File: config.mk
export PLATFORM = sky130hd
export DESIGN_NAME = ready_queue_scheduler_flat
export DESIGN_NICKNAME = d
export VERILOG_FILES = /design/src/hw/rtl/rqs_pkg.sv /design/src/hw/rtl/rqs_in_if.sv /design/src/hw/rtl/rqs_out_if.sv /design/src/hw/rtl/rqs_ram.sv /design/src/hw/rtl/ready_queue_scheduler.sv /design/src/flat_wrapper.sv
export SDC_FILE = /design/constraint.sdc
export NUM_CORES = 2
export LEC_CHECK = 0
export BUFFER_PORTS_ARGS = -buffer_cell sky130_fd_sc_hd__buf_2
export CAP_MARGIN = 20
export CORE_MARGIN = 8
export CORE_UTILIZATION = 40
export CTS_CLUSTER_DIAMETER = 50
export DETAILED_ROUTE_END_ITERATION = 8
export PLACE_DENSITY = 0.52
export SLEW_MARGIN = 0
export SYNTH_ARGS = -nofsm -noshare
export SYNTH_HDL_FRONTEND = slang
export SYNTH_SLANG_ARGS = --single-unit
File: constraint.sdc
create_clock -name clk_i -period 14.85 [get_ports clk_i]
set_clock_uncertainty 0.15 [all_clocks]
set_input_delay 0.7425 -clock clk_i [delete_from_list [all_inputs] [get_ports clk_i]]
set_output_delay 0.7425 -clock clk_i [all_outputs]
set_load 0.02 [all_outputs]
File: src/hw/rtl/rqs_pkg.sv
`timescale 1ns / 1ps

package rqs_pkg;

  // Field widths of the beats
  localparam int unsigned TID_W  = 16;
  localparam int unsigned PID_W  = 16;
  localparam int unsigned PRIO_W = 4;
  localparam int unsigned OCC_W  = 6;
  localparam int unsigned MODE_W = 2;

  // Command codes
  localparam logic CMD_ENQ = 1'b0;
  localparam logic CMD_DEQ = 1'b1;

  // Policy codes; the fourth code is unused
  localparam logic [MODE_W-1:0] MODE_FIFO = 2'd0;
  localparam logic [MODE_W-1:0] MODE_PRIO = 2'd1;
  localparam logic [MODE_W-1:0] MODE_MLQ  = 2'd2;

  typedef struct packed {
    logic              cmd;
    logic [TID_W-1:0]  thread_id;
    logic [PID_W-1:0]  process_id;
    logic [PRIO_W-1:0] priority_req;
  } rqs_in_t;

  typedef struct packed {
    logic              found;
    logic              overflow;
    logic [TID_W-1:0]  out_thread_id;
    logic [PID_W-1:0]  out_process_id;
    logic [PRIO_W-1:0] out_priority;
    logic [OCC_W-1:0]  occupancy;
  } rqs_out_t;

  // One stored thread
  typedef struct packed {
    logic [TID_W-1:0]  tid;
    logic [PID_W-1:0]  pid;
    logic [PRIO_W-1:0] prio;
  } rqs_entry_t;

  localparam int unsigned ENTRY_W = $bits(rqs_entry_t);

  typedef enum logic [2:0] {
    ST_IDLE,
    ST_ENQ,
    ST_FIFO_ENT,
    ST_PRIO_LVL,
    ST_DEQ,
    ST_NOP
  } rqs_state_e;

endpackage

File: src/hw/rtl/rqs_in_if.sv
`timescale 1ns / 1ps

interface rqs_in_if;
  import rqs_pkg::*;

  logic    valid;
  logic    ready;
  rqs_in_t payload;

  modport source (output valid, output payload, input ready);
  modport sink   (input valid, input payload, output ready);
endinterface

File: src/hw/rtl/rqs_out_if.sv
`timescale 1ns / 1ps

interface rqs_out_if;
  import rqs_pkg::*;

  logic     valid;
  logic     ready;
  rqs_out_t payload;

  modport source (output valid, output payload, input ready);
  modport sink   (input valid, input payload, output ready);
endinterface

File: src/hw/rtl/rqs_ram.sv
`timescale 1ns / 1ps

// Simple dual-port RAM, registered read, read data holds while re_i is low.
module rqs_ram #(
  parameter int unsigned WIDTH = 8,
  parameter int unsigned DEPTH = 16
) (
  input  logic                     clk_i,
  input  logic                     we_i,
  input  logic [$clog2(DEPTH)-1:0] waddr_i,
  input  logic [WIDTH-1:0]         wdata_i,
  input  logic                     re_i,
  input  logic [$clog2(DEPTH)-1:0] raddr_i,
  output logic [WIDTH-1:0]         rdata_o
);

  logic [WIDTH-1:0] mem_q [DEPTH];
  logic [WIDTH-1:0] rdata_q;

  always_ff @(posedge clk_i) begin
    if (we_i) begin
      mem_q[waddr_i] <= wdata_i;
    end
    if (re_i) begin
      rdata_q <= mem_q[raddr_i];
    end
  end

  assign rdata_o = rdata_q;

endmodule

File: src/hw/rtl/ready_queue_scheduler.sv
`timescale 1ns / 1ps
// Sequence: an enqueue or no-op beat passes through ST_ENQ or ST_NOP, a dequeue through
// ST_FIFO_ENT or ST_PRIO_LVL and then ST_DEQ (level table read and entry read in series);
// the result register loads as that last state ends, once no earlier beat occupies it.
// Flow: one item in flight; a new beat is accepted only after the last one's result has
// loaded, as set by the read-then-write sequence on the single-port-per-direction link memories.
// Reset: queue empty, policy FIFO; no clearing pass, a fill counter hands out fresh slots.

module ready_queue_scheduler #(
  parameter int unsigned QUEUE_DEPTH     = 32,
  parameter int unsigned PRIORITY_LEVELS = 16
) (
  input  logic                       clk_i,
  input  logic                       rst_ni,
  input  logic                       cfg_we_i,
  input  logic [rqs_pkg::MODE_W-1:0] cfg_data_i,
  rqs_in_if.sink                     in_i,
  rqs_out_if.source                  out_o
);
  import rqs_pkg::*;

  // Storage layout
  //   data_ram  : per slot {tid, pid, prio}
  //   lnext_ram : per slot, next slot in the same level; for free slots, next free slot
  //   gprev_ram,
  //   gnext_ram : per slot, doubly linked global arrival order (needed to unlink a
  //               level head from the middle of the global order in priority modes)
  //   lvl_ram   : per level {head, tail}; level_nonempty bits live in flops
  // The global head is the oldest thread, and so always the head of its own level,
  // which lets FIFO mode reuse the level lists.
  localparam int unsigned SLOT_W = $clog2(QUEUE_DEPTH);
  localparam int unsigned LVL_W  = $clog2(PRIORITY_LEVELS);
  localparam int unsigned CNT_W  = $clog2(QUEUE_DEPTH + 1);

  rqs_state_e state_q, state_d;

  logic [MODE_W-1:0]          mode_q, mode_d;
  logic [CNT_W-1:0]           count_q, count_d;
  logic [CNT_W-1:0]           fill_q, fill_d;        // slots ever handed out
  logic [SLOT_W-1:0]          free_head_q, free_head_d;
  logic [SLOT_W-1:0]          ghead_q, ghead_d;
  logic [SLOT_W-1:0]          gtail_q, gtail_d;
  logic [PRIORITY_LEVELS-1:0] nonempty_q, nonempty_d;
  logic                       out_valid_q, out_valid_d;
  rqs_out_t                   out_q, out_d;
  rqs_in_t                    item_q, item_d;        // accepted beat, priority saturated
  logic [SLOT_W-1:0]          slot_q, slot_d;        // slot being dequeued
  logic [LVL_W-1:0]           lvl_q, lvl_d;          // its level

  logic in_accept;
  logic out_free;
  logic full;
  logic deq_ok;

  logic [PRIO_W-1:0]          in_prio_sat;
  logic [LVL_W-1:0]           in_lvl;
  logic [LVL_W-1:0]           item_lvl;
  logic [PRIORITY_LEVELS-1:0] lowest_bit;
  logic [LVL_W-1:0]           pick_lvl;

  logic              enq_pop;
  logic [SLOT_W-1:0] enq_slot;

  // Memory ports
  logic              ent_re;
  logic              pop_re;
  logic [SLOT_W-1:0] ent_raddr;

  logic              data_we;
  logic [SLOT_W-1:0] data_waddr;
  rqs_entry_t        data_wdata;
  logic [ENTRY_W-1:0] data_rdata;
  rqs_entry_t        data_rd;

  logic              lnext_we;
  logic [SLOT_W-1:0] lnext_waddr;
  logic [SLOT_W-1:0] lnext_wdata;
  logic              lnext_re;
  logic [SLOT_W-1:0] lnext_raddr;
  logic [SLOT_W-1:0] lnext_rd;

  logic              gprev_we;
  logic [SLOT_W-1:0] gprev_waddr;
  logic [SLOT_W-1:0] gprev_wdata;
  logic [SLOT_W-1:0] gprev_rd;

  logic              gnext_we;
  logic [SLOT_W-1:0] gnext_waddr;
  logic [SLOT_W-1:0] gnext_wdata;
  logic [SLOT_W-1:0] gnext_rd;

  logic                  lvl_we;
  logic [LVL_W-1:0]      lvl_waddr;
  logic [2*SLOT_W-1:0]   lvl_wdata;
  logic                  lvl_re;
  logic [LVL_W-1:0]      lvl_raddr;
  logic [2*SLOT_W-1:0]   lvl_rdata;
  logic [SLOT_W-1:0]     lvl_head;
  logic [SLOT_W-1:0]     lvl_tail;

  logic [OCC_W+CNT_W-1:0] occ_ext;

  // ---------------------------------------------------------------------------
  // Handshake and small decodes
  // ---------------------------------------------------------------------------
  assign in_i.ready  = (state_q == ST_IDLE);
  assign in_accept   = in_i.valid & in_i.ready;
  assign out_o.valid = out_valid_q;
  assign out_o.payload = out_q;
  // Result register is free this cycle if empty or being drained
  assign out_free    = ~out_valid_q | out_o.ready;

  assign full   = (count_q == CNT_W'(QUEUE_DEPTH));
  // Unused policy code: dequeue reports not found and leaves the queue alone
  assign deq_ok = (count_q != '0) &&
                  ((mode_q == MODE_FIFO) || (mode_q == MODE_PRIO) || (mode_q == MODE_MLQ));

  // Priorities past the last level clamp to it
  always_comb begin
    if (32'(in_i.payload.priority_req) > PRIORITY_LEVELS - 1) begin
      in_prio_sat = PRIO_W'(PRIORITY_LEVELS - 1);
    end else begin
      in_prio_sat = in_i.payload.priority_req;
    end
  end

  assign in_lvl   = LVL_W'(in_prio_sat);
  assign item_lvl = LVL_W'(item_q.priority_req);

  // Lowest non-empty level: isolate the lowest set bit, then encode it
  assign lowest_bit = nonempty_q & (~nonempty_q + 1'b1);

  always_comb begin
    pick_lvl = '0;
    for (int i = 0; i < PRIORITY_LEVELS; i++) begin
      if (lowest_bit[i]) begin
        pick_lvl = pick_lvl | LVL_W'(i);
      end
    end
  end

  // Slot for an enqueue: recycle from the free list when it holds anything,
  // otherwise take the next never-used slot
  assign enq_pop  = (fill_q != count_q);
  assign enq_slot = enq_pop ? free_head_q : fill_q[SLOT_W-1:0];

  assign data_rd  = rqs_entry_t'(data_rdata);
  assign lvl_head = lvl_rdata[2*SLOT_W-1:SLOT_W];
  assign lvl_tail = lvl_rdata[SLOT_W-1:0];

  assign lnext_re    = ent_re | pop_re;
  assign lnext_raddr = pop_re ? free_head_q : ent_raddr;

  // ---------------------------------------------------------------------------
  // Next state
  // ---------------------------------------------------------------------------
  always_comb begin
    state_d = state_q;
    unique case (state_q)
      ST_IDLE: begin
        if (in_accept) begin
          if (in_i.payload.cmd == CMD_ENQ) begin
            state_d = full ? ST_NOP : ST_ENQ;
          end else if (!deq_ok) begin
            state_d = ST_NOP;
          end else if (mode_q == MODE_FIFO) begin
            state_d = ST_FIFO_ENT;
          end else begin
            state_d = ST_PRIO_LVL;
          end
        end
      end
      ST_FIFO_ENT,
      ST_PRIO_LVL: begin
        state_d = ST_DEQ;
      end
      ST_ENQ,
      ST_DEQ,
      ST_NOP: begin
        if (out_free) begin
          state_d = ST_IDLE;
        end
      end
      default: begin
        state_d = ST_IDLE;
      end
    endcase
  end

  // ---------------------------------------------------------------------------
  // Memory control: reads, then write-back in the commit state
  // ---------------------------------------------------------------------------
  always_comb begin
    ent_re      = 1'b0;
    pop_re      = 1'b0;
    ent_raddr   = '0;
    lvl_re      = 1'b0;
    lvl_raddr   = '0;
    data_we     = 1'b0;
    data_waddr  = '0;
    data_wdata  = '0;
    lnext_we    = 1'b0;
    lnext_waddr = '0;
    lnext_wdata = '0;
    gprev_we    = 1'b0;
    gprev_waddr = '0;
    gprev_wdata = '0;
    gnext_we    = 1'b0;
    gnext_waddr = '0;
    gnext_wdata = '0;
    lvl_we      = 1'b0;
    lvl_waddr   = '0;
    lvl_wdata   = '0;

    unique case (state_q)
      ST_IDLE: begin
        if (in_accept) begin
          if (in_i.payload.cmd == CMD_ENQ) begin
            if (!full) begin
              // level {head, tail} and next free slot
              lvl_re    = 1'b1;
              lvl_raddr = in_lvl;
              pop_re    = 1'b1;
            end
          end else if (deq_ok) begin
            if (mode_q == MODE_FIFO) begin
              ent_re    = 1'b1;
              ent_raddr = ghead_q;
            end else begin
              lvl_re    = 1'b1;
              lvl_raddr = pick_lvl;
            end
          end
        end
      end
      ST_FIFO_ENT: begin
        // oldest entry known; fetch its level
        lvl_re    = 1'b1;
        lvl_raddr = LVL_W'(data_rd.prio);
      end
      ST_PRIO_LVL: begin
        // level head known; fetch the entry and its links
        ent_re    = 1'b1;
        ent_raddr = lvl_head;
      end
      ST_ENQ: begin
        if (out_free) begin
          data_we    = 1'b1;
          data_waddr = enq_slot;
          data_wdata = '{tid:  item_q.thread_id,
                         pid:  item_q.process_id,
                         prio: item_q.priority_req};
          // append to the global order
          if (count_q != '0) begin
            gprev_we    = 1'b1;
            gprev_waddr = enq_slot;
            gprev_wdata = gtail_q;
            gnext_we    = 1'b1;
            gnext_waddr = gtail_q;
            gnext_wdata = enq_slot;
          end
          // append to the level list
          lvl_we    = 1'b1;
          lvl_waddr = item_lvl;
          if (nonempty_q[item_lvl]) begin
            lnext_we    = 1'b1;
            lnext_waddr = lvl_tail;
            lnext_wdata = enq_slot;
            lvl_wdata   = {lvl_head, enq_slot};
          end else begin
            lvl_wdata   = {enq_slot, enq_slot};
          end
        end
      end
      ST_DEQ: begin
        if (out_free) begin
          // pop the level head; a last entry just clears the nonempty bit
          if (lvl_tail != slot_q) begin
            lvl_we    = 1'b1;
            lvl_waddr = lvl_q;
            lvl_wdata = {lnext_rd, lvl_tail};
          end
          // unlink from the global order
          if (slot_q != ghead_q) begin
            gnext_we    = 1'b1;
            gnext_waddr = gprev_rd;
            gnext_wdata = gnext_rd;
          end
          if (slot_q != gtail_q) begin
            gprev_we    = 1'b1;
            gprev_waddr = gnext_rd;
            gprev_wdata = gprev_rd;
          end
          // push onto the free list
          lnext_we    = 1'b1;
          lnext_waddr = slot_q;
          lnext_wdata = free_head_q;
        end
      end
      ST_NOP: begin
      end
      default: begin
      end
    endcase
  end

  // ---------------------------------------------------------------------------
  // Register next values
  // ---------------------------------------------------------------------------
  always_comb begin
    mode_d      = cfg_we_i ? cfg_data_i : mode_q;
    count_d     = count_q;
    fill_d      = fill_q;
    free_head_d = free_head_q;
    ghead_d     = ghead_q;
    gtail_d     = gtail_q;
    nonempty_d  = nonempty_q;
    out_valid_d = out_valid_q & ~out_o.ready;
    out_d       = out_q;
    item_d      = item_q;
    slot_d      = slot_q;
    lvl_d       = lvl_q;

    unique case (state_q)
      ST_IDLE: begin
        if (in_accept) begin
          item_d              = in_i.payload;
          item_d.priority_req = in_prio_sat;
          if (in_i.payload.cmd == CMD_DEQ) begin
            slot_d = ghead_q;
            lvl_d  = pick_lvl;
          end
        end
      end
      ST_FIFO_ENT: begin
        lvl_d = LVL_W'(data_rd.prio);
      end
      ST_PRIO_LVL: begin
        slot_d = lvl_head;
      end
      ST_ENQ: begin
        if (out_free) begin
          count_d = count_q + 1'b1;
          if (enq_pop) begin
            free_head_d = lnext_rd;
          end else begin
            fill_d = fill_q + 1'b1;
          end
          if (count_q == '0) begin
            ghead_d = enq_slot;
          end
          gtail_d              = enq_slot;
          nonempty_d[item_lvl] = 1'b1;
          out_valid_d          = 1'b1;
          out_d                = '0;
        end
      end
      ST_DEQ: begin
        if (out_free) begin
          count_d     = count_q - 1'b1;
          free_head_d = slot_q;
          if (slot_q == ghead_q) begin
            ghead_d = gnext_rd;
          end
          if (slot_q == gtail_q) begin
            gtail_d = gprev_rd;
          end
          if (lvl_tail == slot_q) begin
            nonempty_d[lvl_q] = 1'b0;
          end
          out_valid_d          = 1'b1;
          out_d                = '0;
          out_d.found          = 1'b1;
          out_d.out_thread_id  = data_rd.tid;
          out_d.out_process_id = data_rd.pid;
          out_d.out_priority   = data_rd.prio;
        end
      end
      ST_NOP: begin
        // full store on enqueue, or empty store / unused policy on dequeue
        if (out_free) begin
          out_valid_d    = 1'b1;
          out_d          = '0;
          out_d.overflow = (item_q.cmd == CMD_ENQ);
        end
      end
      default: begin
      end
    endcase

    // occupancy after this item, low bits
    occ_ext = {{OCC_W{1'b0}}, count_d};
    if ((state_q == ST_ENQ || state_q == ST_DEQ || state_q == ST_NOP) && out_free) begin
      out_d.occupancy = occ_ext[OCC_W-1:0];
    end
  end

  // ---------------------------------------------------------------------------
  // Registers
  // ---------------------------------------------------------------------------
  always_ff @(posedge clk_i or negedge rst_ni) begin
    if (!rst_ni) begin
      state_q     <= ST_IDLE;
      mode_q      <= MODE_FIFO;
      count_q     <= '0;
      fill_q      <= '0;
      free_head_q <= '0;
      ghead_q     <= '0;
      gtail_q     <= '0;
      nonempty_q  <= '0;
      out_valid_q <= 1'b0;
    end else begin
      state_q     <= state_d;
      mode_q      <= mode_d;
      count_q     <= count_d;
      fill_q      <= fill_d;
      free_head_q <= free_head_d;
      ghead_q     <= ghead_d;
      gtail_q     <= gtail_d;
      nonempty_q  <= nonempty_d;
      out_valid_q <= out_valid_d;
    end
  end

  always_ff @(posedge clk_i) begin
    out_q  <= out_d;
    item_q <= item_d;
    slot_q <= slot_d;
    lvl_q  <= lvl_d;
  end

  // ---------------------------------------------------------------------------
  // Memories
  // ---------------------------------------------------------------------------
  rqs_ram #(
    .WIDTH (ENTRY_W),
    .DEPTH (QUEUE_DEPTH)
  ) u_data_ram (
    .clk_i   (clk_i),
    .we_i    (data_we),
    .waddr_i (data_waddr),
    .wdata_i (data_wdata),
    .re_i    (ent_re),
    .raddr_i (ent_raddr),
    .rdata_o (data_rdata)
  );

  rqs_ram #(
    .WIDTH (SLOT_W),
    .DEPTH (QUEUE_DEPTH)
  ) u_lnext_ram (
    .clk_i   (clk_i),
    .we_i    (lnext_we),
    .waddr_i (lnext_waddr),
    .wdata_i (lnext_wdata),
    .re_i    (lnext_re),
    .raddr_i (lnext_raddr),
    .rdata_o (lnext_rd)
  );

  rqs_ram #(
    .WIDTH (SLOT_W),
    .DEPTH (QUEUE_DEPTH)
  ) u_gprev_ram (
    .clk_i   (clk_i),
    .we_i    (gprev_we),
    .waddr_i (gprev_waddr),
    .wdata_i (gprev_wdata),
    .re_i    (ent_re),
    .raddr_i (ent_raddr),
    .rdata_o (gprev_rd)
  );

  rqs_ram #(
    .WIDTH (SLOT_W),
    .DEPTH (QUEUE_DEPTH)
  ) u_gnext_ram (
    .clk_i   (clk_i),
    .we_i    (gnext_we),
    .waddr_i (gnext_waddr),
    .wdata_i (gnext_wdata),
    .re_i    (ent_re),
    .raddr_i (ent_raddr),
    .rdata_o (gnext_rd)
  );

  rqs_ram #(
    .WIDTH (2 * SLOT_W),
    .DEPTH (PRIORITY_LEVELS)
  ) u_lvl_ram (
    .clk_i   (clk_i),
    .we_i    (lvl_we),
    .waddr_i (lvl_waddr),
    .wdata_i (lvl_wdata),
    .re_i    (lvl_re),
    .raddr_i (lvl_raddr),
    .rdata_o (lvl_rdata)
  );

endmodule

File: src/flat_wrapper.sv
// flat-port wrapper written by rule: the top's interface ports become plain ports
module ready_queue_scheduler_flat import rqs_pkg::*;
#(
  parameter int unsigned QUEUE_DEPTH     = 32,
  parameter int unsigned PRIORITY_LEVELS = 16
)
  (clk_i, rst_ni, cfg_we_i, cfg_data_i, in_i_valid, in_i_payload, in_i_ready, out_o_valid, out_o_payload, out_o_ready);
  rqs_in_if in_i_i ();
  rqs_out_if out_o_i ();
  input  logic clk_i;
  input  logic rst_ni;
  input  logic cfg_we_i;
  input  logic [rqs_pkg::MODE_W-1:0] cfg_data_i;
  input wire logic [$bits(in_i_i.valid)-1:0] in_i_valid;
  input wire logic [$bits(in_i_i.payload)-1:0] in_i_payload;
  output wire logic [$bits(in_i_i.ready)-1:0] in_i_ready;
  output wire logic [$bits(out_o_i.valid)-1:0] out_o_valid;
  output wire logic [$bits(out_o_i.payload)-1:0] out_o_payload;
  input wire logic [$bits(out_o_i.ready)-1:0] out_o_ready;
  assign in_i_i.valid = in_i_valid;
  assign in_i_i.payload = in_i_payload;
  assign in_i_ready = in_i_i.ready;
  assign out_o_valid = out_o_i.valid;
  assign out_o_payload = out_o_i.payload;
  assign out_o_i.ready = out_o_ready;
  ready_queue_scheduler #(.QUEUE_DEPTH(QUEUE_DEPTH), .PRIORITY_LEVELS(PRIORITY_LEVELS)) u_core (.clk_i(clk_i), .rst_ni(rst_ni), .cfg_we_i(cfg_we_i), .cfg_data_i(cfg_data_i), .in_i(in_i_i), .out_o(out_o_i));
endmodule
==> flow_metrics.env <==
export IMPL_outcome="completed"
export IMPL_async_flop_share=0.0246
export IMPL_tritoncts="done"
export IMPL_io_buffers=89
export IMPL_ys_ff_latch=1992
export IMPL_drtAntennaViolNets=0
export IMPL_synthAdderAreaFrac=0.000468
export IMPL_hold_end="u_core.item_lvl[3]"
export IMPL_r2r_start="u_core.state_q[1]"
export IMPL_drive_gt1_frac=0.0963
export IMPL_synth_compound_gate_area_share=0.0553
export IMPL_seq_power_share=0.479
export IMPL_grt_setup_unrepaired="no"
export IMPL_viasPerCell=5.61
export IMPL_cts_root_buf="clkbuf_16"
export IMPL_layout_min_cycle_time_ns=6.45
export IMPL_ys_dominant_reg_cell="edfxtp_1"
export IMPL_setup_tns_final_ns=0
export IMPL_worst_pin_slew_ns=1.13
export IMPL_ys_types=71
export IMPL_initial_utilization=0.402
export IMPL_synth_commonest_cells="1,943 x edfxtp_1, 1,854 x nand2_1, 693 x nand3_1"
export IMPL_clk_latency_ns=0.85
export IMPL_avgSynthCellArea_um2=12.8
export IMPL_hold_viol=0
export IMPL_power_density_mw_per_mm2=165
export IMPL_die_h_um=464
export IMPL_p_sw_mw=4.48
export IMPL_core_area_mm2=0.200
export IMPL_fillers=17866
export IMPL_start_kind="flop"
export IMPL_max_cap_viol_count=0
export IMPL_routedWlPerCell_um=26.4
export IMPL_postSynthCellCount=6270
export IMPL_row_count=164
export IMPL_vias=51615
export IMPL_post_dp_hpwl_um=124000
export IMPL_power_frac_comb=0.177
export IMPL_hp_class="input pin to flop"
export IMPL_grt_max_degree=177
export IMPL_intPower_mw=10.6
export IMPL_p_clk_frac=0.344
export IMPL_clkSinkCount=1992
export IMPL_reg2regPathDepth=11
export IMPL_final_net_count=6399
export IMPL_timing_slew_headroom=0.244
export IMPL_cts_resized=0
export IMPL_h_tree_depth=4
export IMPL_hp_start="in_i_payload[3]"
export IMPL_yosysMostFrequentCell="edfxtp_1"
export IMPL_yosysWarnings=0
export IMPL_r2r_end="u_core.u_data_ram.rdata_o[15]"
export IMPL_synth_top_family_by_area="simple AND/OR/NAND/NOR gates"
export IMPL_post_synth_xor_area_fraction=0.00338
export IMPL_final_util=0.458
export IMPL_path_max_fanout=81
export IMPL_syn_num_nets=6317
export IMPL_drc=0
export IMPL_hold_depth=1
export IMPL_ir_drop_v=0.000117
export IMPL_clock_fmax_mhz=155
export IMPL_clkTransAtPathRegs_ns=0.06
export IMPL_synth_mux_area_frac=0.00497
export IMPL_drt_initial_drc_count=5720
export IMPL_seq_area_frac_synth=0.742
export IMPL_grt_pass1_vias=49852
export IMPL_maxSlewViolCount=0
export IMPL_power_leakage_nw=31.6
export IMPL_gp_congestion=0.840
export IMPL_overflow=0
export IMPL_fp_dieArea_mm2=0.215
export IMPL_finalPower_mw=15.1
export IMPL_clk_path_buf_depth=3
export IMPL_synth_area_leaders="edfxtp_1 73%, nand2_1 8.7%, nand3_1 4.3%"
export IMPL_yosysTopAreaCell="edfxtp_1"
export IMPL_setup_worst_path_start="u_core.state_q[1]"
export IMPL_end_kind="flop"
export IMPL_area_growth_syn_to_layout_pct=13.9
export IMPL_routed_wl_um=242000
export IMPL_path_class="flop to flop"
export IMPL_grt_antenna_before_repair=10
export IMPL_synth_top_area_share=0.727
export IMPL_grt_util_all_layers=0.217
export IMPL_die_w_um=464
export IMPL_setup_violations=0
export IMPL_grt_pass1_wl_um=351000
export IMPL_ff2ff_setup_slack_ns=8.40
export IMPL_swShare=0.297
export IMPL_yosys_area_share_simple=0.173
export IMPL_synth_edf_count=1943
export IMPL_numCtsBuffers=219
export IMPL_worstPathRequired_ns=15.27
export IMPL_firstDrtPassIters=7
export IMPL_fin_crit_sh=0.435
export IMPL_syn_area_mm2=0.0803
export IMPL_arrival_ns=6.88
export IMPL_ios=90
## cell type report
class | count | area [um^2] | share of cell area
Inverter | 14 | 55.1 | 0.000602
Sequential cell | 1992 | 59600 | 0.651
Clock inverter | 124 | 1020 | 0.0112
Clock buffer | 278 | 5820 | 0.0636
Tap cell | 2656 | 3320 | 0.0363
Antenna cell | 4 | 10.0 | 0.000109
Multi-Input combinational cell | 3855 | 19400 | 0.213
Timing Repair Buffer | 270 | 2200 | 0.0241
## worst max path at each step
stage,endpoint,cells after the start
after detailed placement,u_core.u_data_ram.rdata_o[32],13
after floorplan,u_core.u_data_ram.mem_q[28][0],10
after global routing,u_core.u_data_ram.rdata_o[10],11
after CTS,u_core.u_data_ram.rdata_o[15],11
final,u_core.u_data_ram.rdata_o[15],11
after global placement,u_core.u_data_ram.rdata_o[10],12
## registers in the layout, summed over array words and instances (netlist names), 4 cells and up
name                        count
u_core.u_gnext_ram.rdata_o      5
u_core.gtail_q                  5
u_core.item_lvl                 4
u_core.free_head_q              5
u_core.u_gprev_ram.mem_q      160
u_core.out_o.payload           44
u_core.nonempty_q              16
u_core.u_lnext_ram.mem_q      160
u_core.ghead_q                  5
u_core.lvl_q                    4
u_core.u_lnext_ram.rdata_o      5
u_core.u_data_ram.mem_q      1152
u_core.u_lvl_ram.rdata_o       10
u_core.item_q                  33
u_core.u_gprev_ram.rdata_o      5
u_core.u_lvl_ram.mem_q        160
u_core.u_gnext_ram.mem_q      160
u_core.u_data_ram.rdata_o      36
u_core.fill_q                   6
u_core.slot_q                   5
u_core.count_q                  6
## through the flow
stage / cell area (um^2) / setup slack [ns] / hold WS [ns] / cells
2_1_floorplan: 80300 / 10.13 / 0.297 / 6270
3_3_place_gp: 83800 / 8.29 / 0.337 / 8730
3_5_place_dp: 83900 / 8.23 / 0.334 / 8736
4_1_cts: 91200 / 8.41 / 0.00201 / 9178
5_1_grt: 91400 / 8.03 / 0.0110 / 9191
6_report: 91400 / 8.40 / 0.0679 / 9193
## routing by layer
| metal | vias up | track usage | routed length [um] |
|---|---|---|---|
| met5 | - | 0 | 0 |
| met4 | 0 | 0.0650 | 7080 |
| met3 | 396 | 0.0314 | 15300 |
| met2 | 1924 | 0.356 | 116000 |
| met1 | 26059 | 0.300 | 104000 |
| li1 | 23236 | - | - |
## kinds of logic (layout without fill, tap and decap cells)
group	after synthesis	count (layout)
AOI/OAI and AO/OA	605	605
DFF	1992	1992
xor gates and xnor gates	31	31
and+or+nand+nor	3185	3185
muxes	31	31
adders and majority gates	3	3
other	0	4
buffers and inverters	423	686
## worst max-delay path: stages (launching register included)
cell      delay (ns)
dfrtp_1         0.54
or4b_1          0.77
clkinv_2        0.67
o211ai_4        0.23
o41ai_4         0.39
buf_4           0.79
buf_4           0.89
buf_4           0.89
nand3_1         0.14
and3_1          0.22
a311oi_1        0.28
nor4_1          0.10
## power by group through the flow
stage                     sequential, mW  combinational (mW)  clock (mW)
after floorplan                     7.25                1.52           0
after global placement              7.33                2.59           0
after detailed placement            7.34                2.64           0
after CTS                           7.22                2.65        5.28
after global routing                7.25                2.89        5.48
final                               7.22                2.67        5.19
## cells in the final DEF, fill, tap and decap left out, drive strengths merged, types with 56 or more instances in the layout
cell type | netlist | final
edfxtp | 1943 | 1943
buf | 97 | 229
clkbuf | 312 | 279
nand2 | 1855 | 1855
o21ai | 124 | 124
and3 | 226 | 226
a21oi | 85 | 85
nor2 | 232 | 232
and2 | 56 | 56
nand3 | 693 | 693
a311oi | 232 | 232
clkinv | 1 | 91
## repair_timing
action	4_1_cts	5_1_grt
setup buffers	0	0
hold endpoints to repair	86	0
hold buffers	40	0
(Power assumes the default switching activity.)
